`src/hdl/mfep_pkg.sv`:
```
`timescale 1ns / 1ps
// ----------------------------------------------------------------------------
// MIDI file event parser package
// Shared types, codes and decode helpers of the track event parser.
// ----------------------------------------------------------------------------
package mfep_pkg;

  localparam int unsigned MaxVarlenDefault = 4;
  localparam int unsigned QueueDepth       = 2;
  localparam logic [7:0]  SysexStart       = 8'hF0;
  localparam logic [7:0]  SysexEscape      = 8'hF7;
  localparam logic [7:0]  MetaStatus       = 8'hFF;

  typedef enum logic [3:0] {
    PH_IDLE, PH_CH1, PH_CH2, PH_MTYPE, PH_LEN_META, PH_LEN_SYSEX, PH_PAY_META,
    PH_PAY_SYSEX
  } phase_e;

  typedef enum logic [4:0] {
    K_NOTE_OFF, K_NOTE_ON, K_POLY_AT, K_CTRL, K_PROGRAM, K_CHAN_AT, K_BEND,
    K_SEQ_NUM, K_TEXT, K_CHAN_PREFIX, K_TRACK_END, K_TEMPO, K_SMPTE, K_TIME_SIG,
    K_KEY_SIG, K_SEQ_SPECIFIC, K_UNKNOWN_META, K_SYSEX, K_ERROR
  } kind_e;

  typedef logic [4:0][7:0] bytes5_t;

  typedef struct packed {
    kind_e        kind;
    logic [3:0]   channel;
    logic [7:0]   meta_type;
    bytes5_t      args;
    logic [31:0]  wide_value;
    logic [27:0]  payload_length;
    logic         last;
  } result_t;

  function automatic logic is_fixed_meta(input logic [7:0] t);
    return t == 8'h00 || t == 8'h20 || t == 8'h2F || t == 8'h51 ||
           t == 8'h54 || t == 8'h58 || t == 8'h59;
  endfunction

  function automatic kind_e pass_kind(input logic [7:0] t);
    kind_e k;
    if (t >= 8'h01 && t <= 8'h07) k = K_TEXT;
    else if (t == 8'h7F) k = K_SEQ_SPECIFIC;
    else k = K_UNKNOWN_META;
    return k;
  endfunction

  function automatic result_t fixed_meta(input logic [7:0] t, input bytes5_t c,
                                         input logic [31:0] w, input logic [27:0] len);
    result_t r;
    r = '0;
    r.meta_type      = t;
    r.payload_length = len;
    r.last           = 1'b1;
    case (t)
      8'h00: begin r.kind = K_SEQ_NUM; r.wide_value = w; end
      8'h20: begin r.kind = K_CHAN_PREFIX; r.args[0] = c[0]; end
      8'h51: begin r.kind = K_TEMPO; r.wide_value = w; end
      8'h54: begin r.kind = K_SMPTE; r.args = c; end
      8'h58: begin
        r.kind = K_TIME_SIG;
        r.args[3:0] = c[3:0];
      end
      8'h59: begin
        r.kind = K_KEY_SIG;
        r.args[0] = c[0];
        r.args[1] = {7'd0, c[1] != 8'd0};
      end
      default: r.kind = K_TRACK_END;
    endcase
    return r;
  endfunction

  function automatic result_t channel_msg(input logic [7:0] rs, input logic [7:0] d1,
                                          input logic [7:0] d2);
    result_t r;
    r = '0;
    r.kind    = kind_e'({2'b00, rs[6:4]});
    r.channel = rs[3:0];
    r.last    = 1'b1;
    r.args[0] = d1;
    if (r.kind != K_PROGRAM && r.kind != K_CHAN_AT) r.args[1] = d2;
    if (r.kind == K_BEND) r.wide_value = {18'd0, d2[6:0], d1[6:0]};
    return r;
  endfunction

endpackage

```
`src/hdl/mfep_parser.sv`:
```
`timescale 1ns / 1ps
// ----------------------------------------------------------------------------
// MIDI file event parser front end
// Classifies each byte, tracks the event phase and builds at most one result.
// ----------------------------------------------------------------------------
module mfep_parser #(
  parameter int unsigned MAX_VARLEN_BYTES = mfep_pkg::MaxVarlenDefault
) (
  input  logic              clk_i,
  input  logic              rst_ni,
  input  logic              valid_i,
  input  logic [7:0]        data_byte_i,
  input  logic              event_start_i,
  output logic              res_valid_o,
  output mfep_pkg::result_t res_o
);
  import mfep_pkg::*;

  phase_e      phase_q, phase_d;
  logic [7:0]  rs_q, rs_d, held_q, held_d;
  logic [27:0] len_q, len_d, rem_q, rem_d, len_n, rem_n, idx;
  logic [2:0]  cnt_q, cnt_d, cnt_n;
  bytes5_t     coll_q, coll_d;
  logic [31:0] wide_q, wide_d;
  logic        do_err, do_first;
  logic [7:0]  b;

  assign b = data_byte_i;

  always_ff @(posedge clk_i or negedge rst_ni) begin
    if (!rst_ni) begin
      phase_q <= PH_IDLE;
      rs_q    <= '0;
      held_q  <= '0;
      len_q   <= '0;
      rem_q   <= '0;
      cnt_q   <= '0;
      coll_q  <= '0;
      wide_q  <= '0;
    end else if (valid_i) begin
      phase_q <= phase_d;
      rs_q    <= rs_d;
      held_q  <= held_d;
      len_q   <= len_d;
      rem_q   <= rem_d;
      cnt_q   <= cnt_d;
      coll_q  <= coll_d;
      wide_q  <= wide_d;
    end
  end

  always_comb begin
    phase_d     = phase_q;
    rs_d        = rs_q;
    held_d      = held_q;
    len_d       = len_q;
    rem_d       = rem_q;
    cnt_d       = cnt_q;
    coll_d      = coll_q;
    wide_d      = wide_q;
    res_o       = '0;
    res_valid_o = 1'b0;
    do_err      = 1'b0;
    do_first    = 1'b0;
    len_n       = {len_q[20:0], b[6:0]};
    cnt_n       = cnt_q + 3'd1;
    rem_n       = rem_q - 28'd1;
    idx         = len_q - rem_q;

    if (event_start_i) begin
      phase_d = PH_IDLE;
      if (!b[7]) begin
        if (rs_q == 8'd0) do_err = 1'b1;
        else do_first = 1'b1;
      end else if (b < SysexStart) begin
        rs_d    = b;
        phase_d = PH_CH1;
      end else begin
        rs_d = '0;
        if (b == MetaStatus) begin
          phase_d = PH_MTYPE;
        end else if (b == SysexStart || b == SysexEscape) begin
          held_d  = b;
          len_d   = '0;
          cnt_d   = '0;
          phase_d = PH_LEN_SYSEX;
        end else begin
          do_err = 1'b1;
        end
      end
    end else begin
      unique case (phase_q)
        PH_CH1: do_first = 1'b1;
        PH_CH2: begin
          res_o       = channel_msg(rs_q, coll_q[0], b);
          res_valid_o = 1'b1;
          phase_d     = PH_IDLE;
        end
        PH_MTYPE: begin
          held_d  = b;
          len_d   = '0;
          cnt_d   = '0;
          phase_d = PH_LEN_META;
        end
        PH_LEN_META, PH_LEN_SYSEX: begin
          len_d = len_n;
          cnt_d = cnt_n;
          if (!b[7]) begin
            coll_d  = '0;
            wide_d  = '0;
            rem_d   = len_n;
            phase_d = (phase_q == PH_LEN_SYSEX) ? PH_PAY_SYSEX : PH_PAY_META;
            if (len_n == 28'd0) begin
              phase_d     = PH_IDLE;
              res_valid_o = 1'b1;
              if (phase_q == PH_LEN_META && is_fixed_meta(held_q)) begin
                res_o = fixed_meta(held_q, '0, '0, len_n);
              end else begin
                res_o.kind      = (phase_q == PH_LEN_SYSEX) ? K_SYSEX : pass_kind(held_q);
                res_o.meta_type = held_q;
                res_o.last      = 1'b1;
              end
            end
          end else if (cnt_n >= 3'(MAX_VARLEN_BYTES)) begin
            do_err = 1'b1;
          end
        end
        PH_PAY_META, PH_PAY_SYSEX: begin
          if (idx < 28'd5) coll_d[idx[2:0]] = b;
          wide_d = {wide_q[23:0], b};
          rem_d  = rem_n;
          if (phase_q == PH_PAY_META && is_fixed_meta(held_q)) begin
            if (rem_n == 28'd0) begin
              res_o       = fixed_meta(held_q, coll_d, wide_d, len_q);
              res_valid_o = 1'b1;
              phase_d     = PH_IDLE;
            end
          end else begin
            res_o.kind           = (phase_q == PH_PAY_SYSEX) ? K_SYSEX : pass_kind(held_q);
            res_o.meta_type      = held_q;
            res_o.args[0]        = b;
            res_o.payload_length = len_q;
            res_o.last           = (rem_n == 28'd0);
            res_valid_o          = 1'b1;
            if (rem_n == 28'd0) phase_d = PH_IDLE;
          end
        end
        default: do_err = 1'b1;
      endcase
    end

    if (do_first) begin
      if (rs_q[7:4] == 4'hC || rs_q[7:4] == 4'hD) begin
        res_o       = channel_msg(rs_q, b, 8'd0);
        res_valid_o = 1'b1;
        phase_d     = PH_IDLE;
      end else begin
        coll_d[0] = b;
        phase_d   = PH_CH2;
      end
    end

    if (do_err) begin
      res_o         = '0;
      res_o.kind    = K_ERROR;
      res_o.args[0] = b;
      res_o.last    = 1'b1;
      res_valid_o   = 1'b1;
      rs_d          = '0;
      phase_d       = PH_IDLE;
    end
  end

endmodule

```
`src/hdl/mfep_queue.sv`:
```
`timescale 1ns / 1ps
// ----------------------------------------------------------------------------
// MIDI file event parser result queue
// Small register queue that holds decoded results until they are popped.
// ----------------------------------------------------------------------------
module mfep_queue (
  input  logic              clk_i,
  input  logic              rst_ni,
  input  logic              wr_i,
  input  mfep_pkg::result_t wr_data_i,
  output logic              full_o,
  output logic              empty_o,
  input  logic              rd_i,
  output mfep_pkg::result_t rd_data_o
);
  import mfep_pkg::*;

  localparam int unsigned PtrW = (QueueDepth > 1) ? $clog2(QueueDepth) : 1;
  localparam int unsigned CntW = $clog2(QueueDepth + 1);

  result_t         mem_q [QueueDepth];
  logic [PtrW-1:0] wp_q, rp_q;
  logic [CntW-1:0] cnt_q;
  logic            do_wr, do_rd;

  assign full_o    = (cnt_q == CntW'(QueueDepth));
  assign empty_o   = (cnt_q == '0);
  assign do_wr     = wr_i && !full_o;
  assign do_rd     = rd_i && !empty_o;
  assign rd_data_o = mem_q[rp_q];

  always_ff @(posedge clk_i) begin
    if (do_wr) mem_q[wp_q] <= wr_data_i;
  end

  always_ff @(posedge clk_i or negedge rst_ni) begin
    if (!rst_ni) begin
      wp_q  <= '0;
      rp_q  <= '0;
      cnt_q <= '0;
    end else begin
      if (do_wr) wp_q <= (wp_q == PtrW'(QueueDepth - 1)) ? '0 : wp_q + 1'b1;
      if (do_rd) rp_q <= (rp_q == PtrW'(QueueDepth - 1)) ? '0 : rp_q + 1'b1;
      cnt_q <= cnt_q + CntW'(do_wr) - CntW'(do_rd);
    end
  end

  a_cnt_bound: assert property (@(posedge clk_i) disable iff (!rst_ni)
    cnt_q <= CntW'(QueueDepth)) else $error("queue count overflow");
  a_wr_fills: assert property (@(posedge clk_i) disable iff (!rst_ni)
    do_wr |=> !empty_o) else $error("written beat lost");
  a_last_drains: assert property (@(posedge clk_i) disable iff (!rst_ni)
    (do_rd && !do_wr && cnt_q == CntW'(1)) |=> empty_o) else $error("queue not drained");
  a_ptr_gap: assert property (@(posedge clk_i) disable iff (!rst_ni)
    (cnt_q == '0 || full_o) |-> wp_q == rp_q) else $error("pointer mismatch");

endmodule

```
`src/hdl/midi_file_event_parser.sv`:
```
`timescale 1ns / 1ps
// ----------------------------------------------------------------------------
// MIDI file event parser
// Decodes standard MIDI file track events one byte per beat into results.
// ----------------------------------------------------------------------------
// A result is queued at the clock edge that accepts the byte completing it.
// Takes one byte per cycle while the result queue is not full.
// A two-entry result queue keeps input flowing while a result waits to be popped.
// Reset is asynchronous and active low; the parser returns to idle with no
// running status and the result queue empties.
module midi_file_event_parser #(
  parameter int unsigned MAX_VARLEN_BYTES = mfep_pkg::MaxVarlenDefault
) (
  input  logic        clk_i,
  input  logic        rst_ni,
  input  logic        push,
  output logic        full,
  input  logic [7:0]  data_byte_i,
  input  logic        event_start_i,
  output logic        empty,
  input  logic        pop,
  output logic [4:0]  kind_o,
  output logic [3:0]  channel_o,
  output logic [7:0]  meta_type_o,
  output logic [7:0]  arg0_o,
  output logic [7:0]  arg1_o,
  output logic [7:0]  arg2_o,
  output logic [7:0]  arg3_o,
  output logic [7:0]  arg4_o,
  output logic [31:0] wide_value_o,
  output logic [27:0] payload_length_o,
  output logic        last_o
);
  import mfep_pkg::*;

  logic    acc, res_valid;
  result_t res, head;

  assign acc = push && !full;

  mfep_parser #(.MAX_VARLEN_BYTES(MAX_VARLEN_BYTES)) u_parser (
    .clk_i         (clk_i),
    .rst_ni        (rst_ni),
    .valid_i       (acc),
    .data_byte_i   (data_byte_i),
    .event_start_i (event_start_i),
    .res_valid_o   (res_valid),
    .res_o         (res)
  );

  mfep_queue u_queue (
    .clk_i     (clk_i),
    .rst_ni    (rst_ni),
    .wr_i      (acc && res_valid),
    .wr_data_i (res),
    .full_o    (full),
    .empty_o   (empty),
    .rd_i      (pop),
    .rd_data_o (head)
  );

  assign kind_o           = head.kind;
  assign channel_o        = head.channel;
  assign meta_type_o      = head.meta_type;
  assign arg0_o           = head.args[0];
  assign arg1_o           = head.args[1];
  assign arg2_o           = head.args[2];
  assign arg3_o           = head.args[3];
  assign arg4_o           = head.args[4];
  assign wide_value_o     = head.wide_value;
  assign payload_length_o = head.payload_length;
  assign last_o           = head.last;

endmodule

```
`config.mk`:
```
export PLATFORM = sky130hd
export DESIGN_NAME = midi_file_event_parser
export DESIGN_NICKNAME = d
export VERILOG_FILES = /design/src/hdl/mfep_pkg.sv /design/src/hdl/mfep_parser.sv /design/src/hdl/mfep_queue.sv /design/src/hdl/midi_file_event_parser.sv
export SDC_FILE = /design/constraint.sdc
export NUM_CORES = 1
export LEC_CHECK = 0
export BUFFER_PORTS_ARGS = -buffer_cell sky130_fd_sc_hd__buf_2
export CAP_MARGIN = 25
export CORE_ASPECT_RATIO = 2
export CORE_MARGIN = 3
export CORE_UTILIZATION = 60
export DETAILED_ROUTE_END_ITERATION = 12
export HOLD_SLACK_MARGIN = 0.05
export PLACE_DENSITY_LB_ADDON = 0.15
export SYNTH_ARGS = -nofsm -noshare
export SYNTH_HDL_FRONTEND = slang
export SYNTH_SLANG_ARGS = --single-unit
```
`constraint.sdc`:
```
create_clock -name clk_i -period 10.7 [get_ports clk_i]
set_input_delay 0.535 -clock clk_i [delete_from_list [all_inputs] [get_ports clk_i]]
set_output_delay 0.535 -clock clk_i [all_outputs]
set_load 0.02 [all_outputs]
```
==> reports/results.ini, run 1 <==
[detailed_routing]
drc=0
postRouteAntennaNets=0
drt_iter0_markers=1442
wl_per_cell_um=24.2
totalWireLength_um=55300
dr.pass1.iters=5
vias=14737
via_per_inst=6.44

[placed_design]
routabilityCongestion=0.971
dpl_worst_slack_ps=5020
place_inst=2226
port_buffers=132
hpwl_um=39600

[logic_synthesis]
synth.top_cell.area_share_pct=36.3
synth.net_count=1807
ys_ff_latch=382
synth_cell_types=88
netlist_area_um2=19500
synth_top_area_cell=edfxtp_1
synth_cells=1761
async_reset_ff_share_pct=38.2
synth.cells.most_frequent=edfxtp_1, nand2_1, dfrtp_1, mux2_2, o21ai_0
synth_ff_type=edfxtp_1
synth_edf_count=236
yosys_warnings=0
synth_most_common_cell=edfxtp_1
syn_avg_cell_area_um2=11.1
synth_area_leaders=edfxtp_1, dfrtp_1, mux2_2
ys_seq_area_share_pct=55.0

[grt]
grt_antenna_before_repair=0
grt_pass1_wl_um=84100
grt_pass1_vias=14709
grt_max_degree=98
grt.total_usage_pct=31.4
grt-ovfl-total=0

[power]
seq_power_share_pct=40.5
swShare_pct=37.7
combPwrFrac_pct=35.6
ir_drop_uv=244
p_per_area_nw_per_um2=242
leakage_nw=8.36
clock_power_share_pct=23.9
power.switching_mw=1.97
intPower_mw=3.26

[sta]
min_period_over_period_pct=53.2
max-slew-margin-rel_pct=26.7
finalSetupViolCount=0
report.final.slew_viol_count=0
fin_tns_setup_ps=0
skew_ps=24.5
min_period_ps=5690
rsz0062_at_grt=false
hold_viol=0
worstMarginPinSlew_ps=1090
fmax_mhz=176
setup_ws_ps=5010

[clock_network]
cts_tree=yes
ctsHoldBuffers=0
ctsResizeCount=0
cts_buffers=34
clock_latency_ps=540
cts_root_buf=clkbuf_16
clock-sinks=382
cts_max_path_buffers=3
postCtsSetupRepairBufs=0
htree_levels=2
clk_pin_slew_ps=60

[final_layout]
layout.cells.non_filler=2288
final_layout_size_suffix_gt1_share_pct=19.7
final_util_pct=68.1
diodes=0
fill_cells=2418
area_delta_synth_final_pct=10.8
nNetsFinal=1886

[die]
fp-row-count=92
io_pins=133
die_h_um=261
dieArea_um2=34900
start_util_pct=61.4
die_w_um=134
coreArea_um2=31800

[worst_setup_path]
path_delay_family=simple AND/OR/NAND/NOR gates
cp-start-kind=flip-flop
cp.arrival_ps=5840
path_class=reg -> reg
cpMostUsedCell=buf_4
r2r_cells=11
path_cells=nor4_1 -> nand3_1 -> nor4b_1 -> xnor2_1 -> and3_1 -> o21ai_0 -> a31oi_1 -> o21a_1 -> nor2b_4 -> buf_4 -> buf_4
crit_fanout=59
slowest_delay_ps=850
cp.buffers_inverters=2
crit_cells=11
cp_slowest_cell=nor4_1
crit_path_end_kind=flip-flop
cp.required_ps=10860

[run]
maxCapViolations=0

[worst_hold_path]
hold_path_class=in -> async

[status]
status=complete, no violations

sequential cells by signal (all words and copies together), names as in the netlist:
register / cells
u_queue.cnt_q: 2
u_parser.len_q: 28
u_parser.cnt_q: 3
u_queue.mem_q: 236
u_parser.phase_q: 3
u_parser.wide_q: 24
u_parser.coll_q: 40
u_parser.rem_q: 28
u_queue.rp_q: 1
u_parser.held_q: 8
u_queue.wp_q: 1
u_parser.rs_q: 8
area by class of cell:
cell class,instances,area (µm²),share of cell area (%)
flip-flops and latches,382,10700,49.7
multi-input cells,1227,8220,38.0
clock buffers,41,887,4.10
repair buffers,149,815,3.77
well taps,423,529,2.45
clock inverters,20,263,1.21
inverters,46,173,0.798
per-layer routing:
layer	GRT usage, %	share of wire [%]
met1	33.0	33
met2	58.4	54
met3	2.98	4.6
met4	22.0	8.5
met5	0	0
stage by stage:
step | hold WS, ps | total power, mW | cell area [µm²]
after floorplan | 239 | 3.40 | 19500
after global placement | 444 | 3.95 | 20500
after detailed placement | 448 | 3.98 | 20500
after CTS | 144 | 5.24 | 21600
after global routing | 162 | 5.47 | 21600
final | 87.5 | 5.23 | 21600
cells in the final DEF (no fill, tap or decap), types with 46 or more instances in the layout:
master / instances
dfrtp_1: 145
o21ai_0: 117
a22o_1: 46
nand2_1: 175
edfxtp_1: 236
and2_1: 60
buf_2: 131
a21oi_1: 77
mux2_2: 125
nor2_1: 114
inv_1: 46
kinds of logic (layout without fill, tap and decap cells):
logic type               count (synthesis)  count (layout)  synth area share, %
AND/OR/NAND/NOR                        609             609                 16.0
AO/OA/AOI/OAI                          400             400                 13.6
flip-flops                             382             382                 55.0
multiplexers                           162             162                 9.11
buffers and inverters                  152             256                 3.07
adder cells (fa/ha/maj)                 33              33                 2.15
XOR/XNOR                                23              23                 1.03
path summary, 6_finish.rpt:
kind | to | slack (ps) | startpoint
max | u_queue.mem_q[0][22] | 5010 | u_parser.rem_q[13]
min | u_parser.len_q[26] | 90 | rst_ni
max reg2reg | u_queue.mem_q[0][22] | 5010 | u_parser.rem_q[13]
min reg2reg | u_parser.wide_q[23] | 460 | u_parser.wide_q[23]
max in group asynchronous | u_queue.rp_q | 9190 | rst_ni
min in group clk_i | u_parser.wide_q[23] | 460 | u_parser.wide_q[23]
power by group through the flow:
stage	sequential, mW	combinational, mW	clock (mW)
final	2.12	1.86	1.25
after global routing	2.15	2.00	1.32
after CTS	2.11	1.86	1.27
after detailed placement	2.14	1.85	0
after global placement	2.12	1.83	0
after floorplan	2.04	1.36	0
No activity file was read; power rests on OpenSTA's default activity.
==> run 2: changes to the inputs <==
Settings changed: ABC_AREA set to 1.
Clock period 10.7 ns to 5.9 ns, I/O delays scaled along.
==> run 2 against run 1 <==
Compared with the run above:
- flip-flop and latch count unchanged
- synthesized cell count increased by 47%
- highest routed layer unchanged
- die area increased by 7.0%
- first-iteration DRC count increased by 10%
- clock-buffer cell count increased by 3
- wire length increased by 17%
==> reports/results.ini, run 2 <==
[grt]
grt_pass1_vias=18249  ; +24%
grt_max_degree=119  ; +21%
grt_pass1_wl_um=98500  ; +17%
grt_antenna_before_repair=2  ; +2
grt-ovfl-total=0  ; unchanged
grt.total_usage_pct=33.7  ; +2.3 points

[worst_hold_path]
hold_path_depth=3
hold_start=pop
min_to=u_queue.rp_q
hold_path_class=in -> reg

[power]
p_per_area_nw_per_um2=468  ; +93%
leakage_nw=10.3  ; +23%
power_mw=10.7  ; +110%
ir_drop_uv=396  ; +63%

[logic_synthesis]
synth_cells=2585  ; +47%
synth_ff_type=edfxtp_1
ys_ff_latch=382  ; unchanged
yosys_warnings=0  ; unchanged
synth.top_cell.area_share_pct=33.9  ; -2.5 points
syn_avg_cell_area_um2=8.10  ; -27%
netlist_area_um2=20900  ; +7.2%
synth.net_count=2631  ; +46%
synth.cells.most_frequent=nand2_1, inv_1, edfxtp_1, o21ai_0, nand3_1
async_reset_ff_share_pct=38.2  ; unchanged
synth_edf_count=236  ; unchanged
synth_cell_types=54  ; -39%
synth_area_leaders=edfxtp_1, dfrtp_1, nand2_1
synth_most_common_cell=nand2_1
ys_seq_area_share_pct=51.3  ; -3.7 points
synth_top_area_cell=edfxtp_1

[final_layout]
largest_reg_flops=236  ; unchanged
final_cell_mix=nand2_1, inv_1, edfxtp_1
regMostFlops=u_queue.mem_q
area_delta_synth_final_pct=9.80
fill_cells=2901  ; +20%
nNetsFinal=2718  ; +44%
final_layout_size_suffix_gt1_share_pct=11.1  ; -8.6 points
largest_registers=u_queue.mem_q (236), u_parser.coll_q (40)
final_common_cell=nand2_1

[sta]
finalSetupViolCount=0  ; unchanged
min_period_ps=4590  ; -1100 ps
worstMarginPinSlew_ps=914  ; -181 ps
max-slew-margin-rel_pct=38.6  ; +12 points
rsz0062_at_grt=false
setup_ws_ps=1310  ; -3700 ps
hold_viol=0  ; unchanged
fin_tns_setup_ps=0  ; unchanged
report.final.slew_viol_count=0  ; unchanged
min_period_over_period_pct=77.7  ; +25 points
fmax_mhz=218  ; +24%
skew_ps=26.6  ; +2.06 ps

[worst_setup_path]
r2r_cells=22  ; +11
cp.arrival_ps=4780  ; -1060 ps
r2r_slack_ps=1310  ; -3700 ps
path_class=reg -> reg
reg2reg_from=u_parser.rem_q[0]
reg2reg_to=u_queue.mem_q[0][105]
cp.required_ps=6100  ; -4760 ps
cp-start-kind=flip-flop
crit_path_end_kind=flip-flop
crit_fanout=44  ; -25%

[detailed_routing]
via_per_inst=5.86  ; -9.1%
totalWireLength_um=64500  ; +17%
drc=0  ; unchanged
postRouteAntennaNets=0  ; unchanged
drt_iter0_markers=1589  ; +10%
vias=18393  ; +25%
dr.pass1.iters=6  ; +1
wl_per_cell_um=20.5  ; -15%

[clock_network]
htree_levels=2  ; unchanged
cts_tree=yes
clk_pin_slew_ps=70  ; about the same
cts_max_path_buffers=3  ; unchanged
cts_root_buf=clkbuf_16
cts_buffers=34  ; unchanged
clock_latency_ps=550  ; about the same
ctsResizeCount=0  ; unchanged
clock-sinks=382  ; unchanged

[placed_design]
dpl_worst_slack_ps=1360  ; -3650 ps
hpwl_um=47400  ; +19%
port_buffers=132  ; unchanged
routabilityCongestion=1.03  ; +6.5%

[die]
die_h_um=270  ; +3.5%
coreArea_um2=34400  ; +8.1%
dieArea_um2=37300  ; +7.0%
start_util_pct=60.9  ; -0.51 points
fp-row-count=96  ; +4.3%
io_pins=133  ; unchanged
die_w_um=138  ; +3.4%

[status]
status=complete, no violations

[run]
maxCapViolations=0  ; unchanged

-- run 2: changes by cell type after synthesis, moves of 28 or more --
cell	before	now
o21ai_0	117	186
mux2_2	125	0
and2_1	61	5
nand2_1	176	809
nor2_1	116	174
nand4_1	24	52
a22o_1	46	0
mux2i_1	37	0
inv_1	46	314
nand3_1	45	179
-- run 2: what timing repair did --
item                      4_1_cts  5_1_grt
setup buffers                   0        0
hold buffers                    1        0
hold endpoints to repair       80        0
-- run 2: cell type report --
class	count	area, µm²	area share (%)
sequential	382	10700	46.8
multi-input combinational	1763	8480	36.9
inverter	335	1260	5.49
clock buffer	44	930	4.05
timing repair buffer	156	875	3.81
tap	441	552	2.40
clock inverter	18	128	0.555
antenna	2	5.00	0.0218
-- run 2: critical path: stages (launching register included) --
cell and delay, ps:
dfrtp_1 400, inv_1 180, ha_1 280, nand3_2 150, nor2_4 210, nand3_1 200
o21ai_1 200, nand2_1 90, nor2_1 160, nand3_1 100, nor2_1 100, nand3_1 220
nand2_1 150, nand2_1 60, buf_4 270, nand3_1 120, nand2_1 70, nand2_1 60
nand2_1 130, inv_2 90, nand2_1 100, inv_4 460, buf_4 430
-- run 2: metrics by stage --
| step | hold WS (ps) | instance area [µm²] | utilization, % | std cells |
|---|---|---|---|---|
| floorplan | -0.591 | 20900 | - | 2585 |
| global placement | 397 | 21900 | 63.8 | 3076 |
| detailed placement | 415 | 21900 | 63.8 | 3076 |
| CTS | 92.7 | 23000 | 66.9 | 3139 |
| global route | 122 | 23000 | 66.9 | 3140 |
| finish | 100 | 23000 | 66.9 | 3141 |
-- run 2: power breakdown --
| part | switching, mW | leakage (nW) | internal, mW |
|---|---|---|---|
| combinational | 3.43 | 5.66 | 1.27 |
| clock | 0.992 | 0.522 | 1.14 |
| sequential | 0.377 | 4.13 | 3.55 |
| total | 4.80 | 10.3 | 5.95 |
-- run 2: cells by family (layout without fill, tap and decap cells) --
logic type                 Yosys count  count (layout)  share of synthesized area [%]
and+or+nand+nor                   1360            1360                           28.4
other                                0               2                              0
xor gates and xnor gates            22              22                          0.957
adders and majority gates           33              33                           2.01
DFF                                382             382                           51.3
AOI/OAI and AO/OA                  348             348                           9.08
buffers and inverters              440             553                           8.23
-- run 2: layer usage --
| metal | global-route usage (%) | part of all wire [%] | routed length, µm | vias up |
|---|---|---|---|---|
| li1 | - | - | - | 8682 |
| met1 | 33.3 | 31 | 20200 | 8565 |
| met2 | 60.6 | 52 | 33700 | 822 |
| met3 | 4.15 | 5.5 | 3570 | 324 |
| met4 | 30.2 | 11 | 7070 | 0 |
| met5 | 0 | 0 | 0 | - |
-- run 2: worst max path at each step --
stage	to	cells after the start	from	slack (ps)
floorplan	u_queue.mem_q[1][0]	18	u_parser.rem_q[0]	120
global placement	u_queue.mem_q[0][99]	15	data_byte_i[1]	1340
detailed placement	u_queue.mem_q[0][99]	22	u_parser.rem_q[0]	1360
CTS	u_queue.mem_q[0][105]	22	u_parser.rem_q[0]	1350
global route	u_queue.mem_q[0][99]	22	u_parser.rem_q[0]	870
finish	u_queue.mem_q[0][105]	22	u_parser.rem_q[0]	1310
==> run 3: changes to the inputs <==
Settings changed: CORE_UTILIZATION 60 to 56.
Clock period 5.9 ns to 4.1 ns, I/O delays scaled along.
==> run 3 against run 2 <==
Compared with the run above:
- the run now ends with DRC left
- final cell count grew 2.2%
- sequential share of layout area shrank 1.5 points
- critical endpoint is now u_queue.mem_q[0][93]
- highest routed layer unchanged
- combinational power grew 53%
- largest power group unchanged
- clock power grew 64%
- first-iteration DRC count shrank 2.5%
==> reports/results.ini, run 3 (synthesis results as in run 2) <==
[placed_design]
port_buffers=132  ; unchanged
routabilityCongestion=1.02  ; -1.5%
dpl_cell_area_um2=22400  ; +2.3%
place_inst=3136  ; +2.0%
hpwl_um=50100  ; +5.8%
dpl_worst_slack_ps=39.5  ; -1320 ps

[power]
leakage_nw=10.7  ; +3.4%
clock_power_share_pct=21.4  ; +1.6 points
swShare_pct=43.9  ; -0.77 points
combPwrFrac_pct=44.0  ; +0.3 points
p_per_area_nw_per_um2=688  ; +47%
seq_power_share_pct=34.6  ; -1.9 points
power.switching_mw=7.17  ; +49%
ir_drop_uv=459  ; +16%
intPower_mw=9.17  ; +54%
power_mw=16.3  ; +52%

[final_layout]
regArea_um2=10700  ; unchanged
area_delta_synth_final_pct=13.5
regMostFlops=u_queue.mem_q
fill_cells=3136  ; +8.1%
final_util_pct=64.8  ; -2.1 points
final_common_cell=nand2_1
layout.cells.non_filler=3209  ; +2.2%
largest_registers=u_queue.mem_q (236), u_parser.coll_q (40)
multiInputGateArea_um2=8560  ; +0.93%
largest_reg_flops=236  ; unchanged
nNetsFinal=2775  ; +2.1%
fin_area_um2=23800  ; +3.4%
final_layout_size_suffix_gt1_share_pct=13.6  ; +2.5 points
final_cell_mix=nand2_1, inv_1, edfxtp_1

[clock_network]
cts_buffers=34  ; unchanged
cts_tree=yes
htree_levels=2  ; unchanged
clock_latency_ps=540  ; about the same
cts_max_path_buffers=3  ; unchanged
clock-sinks=382  ; unchanged
cts_root_buf=clkbuf_16
clk_pin_slew_ps=70  ; about the same

[worst_setup_path]
path_class=reg -> reg
cp.required_ps=4360  ; -1740 ps
path_delay_family=simple AND/OR/NAND/NOR gates
cp.arrival_ps=4150  ; -630 ps
cpMostUsedCell=nand2_1
slowest_delay_ps=420  ; -40 ps
crit_path_end_kind=flip-flop
cp_slowest_cell=fa_2
crit_fanout=8  ; -82%
path_cells=inv_1 -> ha_1 -> fa_2 -> inv_1 -> nand3_1 -> nand2_2 -> nand2_1 -> nand2_2 -> nand2_1 -> nand2_1 -> nand3_1 -> nor2_2 -> nand3_1 -> nor2_2 -> and2_1 -> nand2_1 -> inv_4 -> nand4_4 -> inv_4 -> nand2_1 -> nand3_1 -> nor2_1
cp-start-kind=flip-flop
cp.buffers_inverters=4  ; -1

[die]
fp-row-count=99  ; +3.1%
coreArea_um2=36700  ; +6.7%
start_util_pct=57.1  ; -3.8 points
io_pins=133  ; unchanged
die_w_um=143  ; +3.4%
dieArea_um2=39900  ; +6.9%
die_h_um=279  ; +3.4%

[grt]
grt_antenna_before_repair=1  ; -1
grt_pass1_vias=18389  ; +0.77%
grt_pass1_wl_um=102000  ; +3.5%
grt_max_degree=90  ; -24%
grt-ovfl-total=0  ; unchanged
grt.total_usage_pct=33.5  ; -0.22 points

[detailed_routing]
wl_per_cell_um=21.1  ; +2.6%
drt_iter0_markers=1550  ; -2.5%
dr.pass1.iters=11  ; +5
postRouteAntennaNets=0  ; unchanged
drc=1  ; +1
totalWireLength_um=67600  ; +4.8%
vias=18723  ; +1.8%
via_per_inst=5.83  ; -0.36%

[sta]
min_period_over_period_pct=94.6  ; +17 points
worstMarginPinSlew_ps=958  ; +44.6 ps
setup_ws_ps=220  ; -1090 ps
report.final.slew_viol_count=0  ; unchanged
max-slew-margin-rel_pct=35.5  ; -3.1 points
finalSetupViolCount=0  ; unchanged
hold_ws_ps=134  ; +34.1 ps
fin_tns_setup_ps=0  ; unchanged
hold_viol=0  ; unchanged
min_period_ps=3880  ; -705 ps
skew_ps=25.5  ; -1.10 ps
fmax_mhz=258  ; +18%

[status]
violations=DRC
status=finished with violations

[worst_hold_path]
hold_path_class=in -> reg

[run]
maxCapViolations=0  ; unchanged

-- run 3: changes by cell type in the layout (fill, tap and decap cells not counted), moves of 3 or more --
cell        delta
clkinv_4       -3
nand2_1        -4
buf_4         +47
clkinvlp_4     +4
nand2_2        +4
clkinv_2       -7
inv_1          -4
bufinv_16      +6
buf_12         +8
-- run 3: power groups by stage --
stage / Sequential [mW] / Clock (mW) / Combinational [mW]
global placement: 5.67 / 0 / 6.93
CTS: 5.63 / 3.53 / 7.04
floorplan: 5.53 / 0 / 4.65
global route: 5.74 / 3.67 / 7.88
detailed placement: 5.70 / 0 / 7.00
finish: 5.65 / 3.49 / 7.19
-- run 3: worst paths after layout --
kind	end	slack [ps]	start	cells after the start
worst max register to register	u_queue.mem_q[0][93]	220	u_parser.len_q[0]	22
max in group asynchronous	u_parser.wide_q[23]	2890	rst_ni	3
min in group asynchronous	u_queue.rp_q	300	rst_ni	2
worst min register to register	u_parser.coll_q[22]	490	u_parser.coll_q[22]	2
worst max-delay path	u_queue.mem_q[0][93]	220	u_parser.len_q[0]	22
worst min-delay path	u_parser.len_q[5]	130	data_byte_i[5]	3
-- run 3: per-layer routing --
| metal | global-route usage, % | routed length [µm] | vias to the layer above |
|---|---|---|---|
| met5 | 0 | 0 | - |
| met4 | 27.2 | 6830 | 0 |
| met3 | 3.91 | 3460 | 314 |
| met2 | 60.3 | 35400 | 854 |
| met1 | 33.9 | 21900 | 8768 |
| li1 | - | - | 8787 |
-- run 3: repair_timing --
action                                 4_1_cts  5_1_grt
setup endpoints to repair                    0      183
endpoints found under the hold margin       75        0
hold buffers                                 2        0
buffers inserted                             0        8
resized for setup                            0        7
-- run 3: final cells by class --
type	count	area share, %
sequential	382	45.2
tap	454	2.39
inverter	335	5.35
antenna	1	0.0105
clock inverter	17	1.07
timing repair buffer	212	5.88
multi-input combinational	1764	36.0
clock buffer	44	4.00
-- run 3: tightest hold or removal path: stages --
cell	delay [ps]
buf_2	190
nand3_1	120
o21ai_0	100
